[config.mk]
export PLATFORM = sky130hd
export DESIGN_NAME = asc_front
export DESIGN_NICKNAME = d
export VERILOG_FILES = /design/src/hdl/asc_pkg.sv /design/src/hdl/asc_front.sv
export SDC_FILE = /design/constraint.sdc
export NUM_CORES = 1
export LEC_CHECK = 0
export ABC_CLOCK_PERIOD_IN_PS = 5800
export BUFFER_PORTS_ARGS = -buffer_cell sky130_fd_sc_hd__clkbuf_2
export CAP_MARGIN = 10
export CORE_MARGIN = 4
export CORE_UTILIZATION = 45
export DETAILED_ROUTE_END_ITERATION = 6
export PLACE_DENSITY = 0.77
export SLEW_MARGIN = 10
export SYNTH_ARGS = -nofsm -noshare
export SYNTH_HDL_FRONTEND = slang
export SYNTH_SLANG_ARGS = --single-unit
[constraint.sdc]
create_clock -name clk -period 5.8 [get_ports clk]
set_input_delay 1.16 -clock clk [delete_from_list [all_inputs] [get_ports clk]]
set_output_delay 1.16 -clock clk [all_outputs]
set_load 0.03 [all_outputs]
[src/hdl/asc_pkg.sv]
// Shared types and constants for the access stride classifier.
`timescale 1ns / 1ps
package asc_pkg;

    localparam int SITES    = 1024;
    localparam int SITE_W   = $clog2(SITES);
    localparam int QDEPTH   = 2;

    localparam logic [1:0] CLS_UNINIT = 2'd0;
    localparam logic [1:0] CLS_CONST  = 2'd1;
    localparam logic [1:0] CLS_LINEAR = 2'd2;
    localparam logic [1:0] CLS_RANDOM = 2'd3;

    localparam logic [1:0] PAT_CONST  = 2'd0;
    localparam logic [1:0] PAT_LINEAR = 2'd1;
    localparam logic [1:0] PAT_RANDOM = 2'd2;

    typedef struct packed {
        logic [SITE_W-1:0] site;
        logic [31:0]       iteration;
        logic [63:0]       address;
        logic [7:0]        nbytes;
        logic              wr;
    } req_t;

    typedef struct packed {
        logic [1:0]  pattern;
        logic        changed;
        logic [63:0] base;
        logic [31:0] stride;
        logic [31:0] biter;
        logic [31:0] count;
        logic [63:0] address;
        logic        mismatch;
    } res_t;

endpackage

[src/hdl/asc_front.sv]
// Input queue between the request port and the table engine.
`timescale 1ns / 1ps
module asc_front
    import asc_pkg::*;
(
    input  logic  clk,
    input  logic  rst_n,
    input  logic  in_valid,
    output logic  in_ready,
    input  req_t  in_req,
    output logic  q_valid,
    input  logic  q_ready,
    output req_t  q_req
);

    req_t       mem [QDEPTH];
    logic [0:0] wp_reg, rp_reg;
    logic [1:0] cnt_reg;
    logic       push, pop;

    assign in_ready = (cnt_reg != 2'(QDEPTH));
    assign push     = in_valid && in_ready;
    assign q_valid  = (cnt_reg != 2'd0);
    assign pop      = q_valid && q_ready;
    assign q_req    = mem[rp_reg];

    always_ff @(posedge clk)
    begin
        if (push)
        begin
            mem[wp_reg] <= in_req;
        end
    end

    always_ff @(posedge clk or negedge rst_n)
    begin
        if (!rst_n)
        begin
            wp_reg  <= '0;
            rp_reg  <= '0;
            cnt_reg <= '0;
        end
        else
        begin
            if (push)
            begin
                wp_reg <= wp_reg + 1'b1;
            end
            if (pop)
            begin
                rp_reg <= rp_reg + 1'b1;
            end
            cnt_reg <= cnt_reg + {1'b0, push} - {1'b0, pop};
        end
    end

endmodule

==> reports/metrics.csv <==
stage,metric,value,unit
routing,drtIter0Drc,191,
yosys,yosysWarnings,0,
routing,drt_wl_total,16500,um
die,die_w,147,um
pwr,intPower,3.99,mW
sta,slew_headroom,0.237,
sta,worst_slew_pin_slew,1.14,ns
setup_path,critPathBufInv,2,
pwr,swShare,0.348,
setup_path,cp_cell_sequence,buf_12 -> mux2_2 -> clkbuf_2,
yosys,syn-cell-area,0.00867,mm^2
yosys,avgSynthCellArea,22.8,um^2
global_route,antenna_found_initial,0,
die,die_h,147,um
placed_design,dpl-instance-area,0.0101,mm^2
clock_network,cts_setup_buffers,0,
setup_path,end_kind,primary output,
setup_path,path_delay_family,flip-flops,
setup_path,r2r-start,cnt_reg[0]$_DFF_PN0_,
sta,period_share,0.639,
routing,wl_per_cell,18.3,um
global_route,grt_pass1_wl,25800,um
status,status,"complete, no violations",
setup_path,cpPeakStageDelay,0.99,ns
setup_path,startpoint_type,flip-flop,
clock_network,clockBufferDepth,3,
global_route,grt_overflow,0,
yosys,ys.flop_type,edfxtp_1,
global_route,grt_pass1_vias,4856,
setup_path,cp_max_fo,60,
yosys,ys_seq_elements,234,
sta,rsz0062_at_grt,false,
yosys,synth-edff-count,230,
setup_path,arrival,2.54,ns
sta,drv_slew,0,
clock_network,cts.sink_count,234,
pwr,power_leakage,4.23,nW
die,fp-row-count,50,
routing,antenna_left,0,
sta,setup_viol,0,
die,die_area,0.0216,mm^2
sta,whs,0.465,ns
routing,drcViolationCount,0,
setup_path,cp.required,4.64,ns
placed_design,port_buffers,235,
sta,fmax,0.270,GHz
die,initial_core_util,0.461,
pwr,p_clk_frac,0.241,
yosys,synthTopCellsByCount,"230 x edfxtp_1, 75 x mux2_2, 40 x mux2_4, 7 x buf_2, 6 x buf_6",
sta,tns,0,ns
clock_network,clk_latency,0.50,ns
layout,nFillCells,1437,
setup_path,slowest_stage,dfrtp_4,
layout,layoutNonFillerInstCount,905,
die,placeableCoreArea,0.0188,mm^2
sta,finalHoldViolCount,0,
yosys,synth_area_leaders,"edfxtp_1 80%, mux2_2 9.7%, mux2_4 6.9%",
clock_network,clk_pin_slew,0.06,ns
clock_network,cts-root-buf,clkbuf_16,
clock_network,cts_tree,yes,
sta,period_minus_slack,3.70,ns
die,ios,236,
layout,antenna_cells,0,
sta,finClkSkew,0.0117,ns
yosys,synth_largest_area_cell,edfxtp_1,
flow_run,drv_cap,0,
pwr,pwr_density_cell,561,mW/mm^2
clock_network,cts_hold_buf,0,
routing,vias_per_cell,4.89,
pwr,vdd_drop_max,0.411,mV
yosys,seq_area_frac_synth,0.808,
yosys,yosysUniqueCellTypes,19,
yosys,yosysTopAreaCellShare,0.796,
layout,fin_area,0.0109,mm^2
layout,synthToLayoutAreaGrowth,25.6,%
pwr,pwr-share-comb,0.350,
layout,drive_above_1_share,0.605,
pwr,netSwitchingPower,2.13,mW
placed_design,hpwl,11300,um
global_route,grt_util_all_layers,0.148,
layout,largest_register_ffs,230,
setup_path,path_class,reg2out,
yosys,yosysMostFrequentCell,edfxtp_1,
yosys,syn-num-nets,500,
hold_path,hold_path_class,in2async,
pwr,finalPower,6.11,mW
setup_path,critPathLaunch,rp_reg$_DFFE_PN0P_,
clock_network,cts_made_buffers,23,
yosys,ys_async_sr_fraction,0.0171,
yosys,netlist_instances,380,
clock_network,h-tree-depth,1,
placed_design,gp_congestion,0.731,
placed_design,placedCellCount,866,
clock_network,ctsResizeCount,0,
routing,vias,4425,
routing,dr.pass1.iters,4,
layout,fin_nets,751,
pwr,seqPwrFrac,0.409,
global_route,grt_max_degree,75,
[worst paths after layout]
kind                                            end  slack (ns)  cells past startpoint
min in group clk                 wp_reg$_DFFE_PN0P_        0.57                      1
max in group asynchronous        rp_reg$_DFFE_PN0P_        5.18                      1
worst max-delay path                     q_req[110]        2.10                      3
worst max register to register  mem[1][8]$_DFFE_PP_        3.13                      3
worst min register to register   wp_reg$_DFFE_PN0P_        0.57                      1
worst min-delay path             wp_reg$_DFFE_PN0P_        0.47                      1
[power by group through the flow]
stage,logic [mW],registers [mW],clock network [mW]
2_1_floorplan,1.70,2.45,0
6_report,2.14,2.50,1.48
3_3_place_gp,2.13,2.51,0
3_5_place_dp,2.16,2.54,0
4_1_cts,2.17,2.51,1.51
5_1_grt,2.25,2.54,1.58
[metal layers]
metal  vias up  routed length (um)  global-route usage
li1       2017                   -                   -
met1      2189                6580               0.181
met5         -                   0                   0
met2       188                8170               0.253
met4         0                 444              0.0428
met3        31                1330              0.0469
[area by class of cell]
| class | instances | area [um^2] | area share |
|---|---|---|---|
| well taps | 260 | 325 | 0.0299 |
| repair buffers | 239 | 1230 | 0.113 |
| flip-flops and latches | 234 | 7010 | 0.644 |
| clock buffers | 27 | 591 | 0.0542 |
| clock inverters | 12 | 159 | 0.0146 |
| multi-input cells | 133 | 1580 | 0.145 |
[per-stage QoR]
stage	util	setup WS (ns)
2_1_floorplan	-	1.12
3_3_place_gp	0.539	2.61
3_5_place_dp	0.539	2.50
4_1_cts	0.578	2.04
5_1_grt	0.578	1.97
6_report	0.578	2.10
[cell families (layout without fill, tap and decap cells)]
logic type	count (synthesis)	count (layout)	synth area share
AOI/OAI and AO/OA	4	4	0.00361
xor gates and xnor gates	3	3	0.00303
adders and majority gates	1	1	0.00144
buffers and inverters	13	278	0.0118
DFF	234	234	0.808
muxes	115	115	0.167
and+or+nand+nor	10	10	0.00563
[layout by cell type (no fill, tap or decap)]
master       n
a211oi_1     1
a21bo_2      1
a32oi_1      1
and3_4       1
buf_12       2
buf_4        2
bufinv_16    4
clkbuf_1     4
clkbuf_16   23
clkbuf_2   235
clkinv_1     4
clkinv_2     3
dfrtp_1      3
dfrtp_4      1
edfxtp_1   230
ha_1         1
inv_6        1
mux2_2      75
mux2_4      40
nand2_1      2
nand2b_1     1
nand3_1      1
nor2_1       2
nor2_4       1
nor2b_1      1
o21ai_0      1
or2_2        1
xnor2_1      3
(Power assumes the default switching activity.)
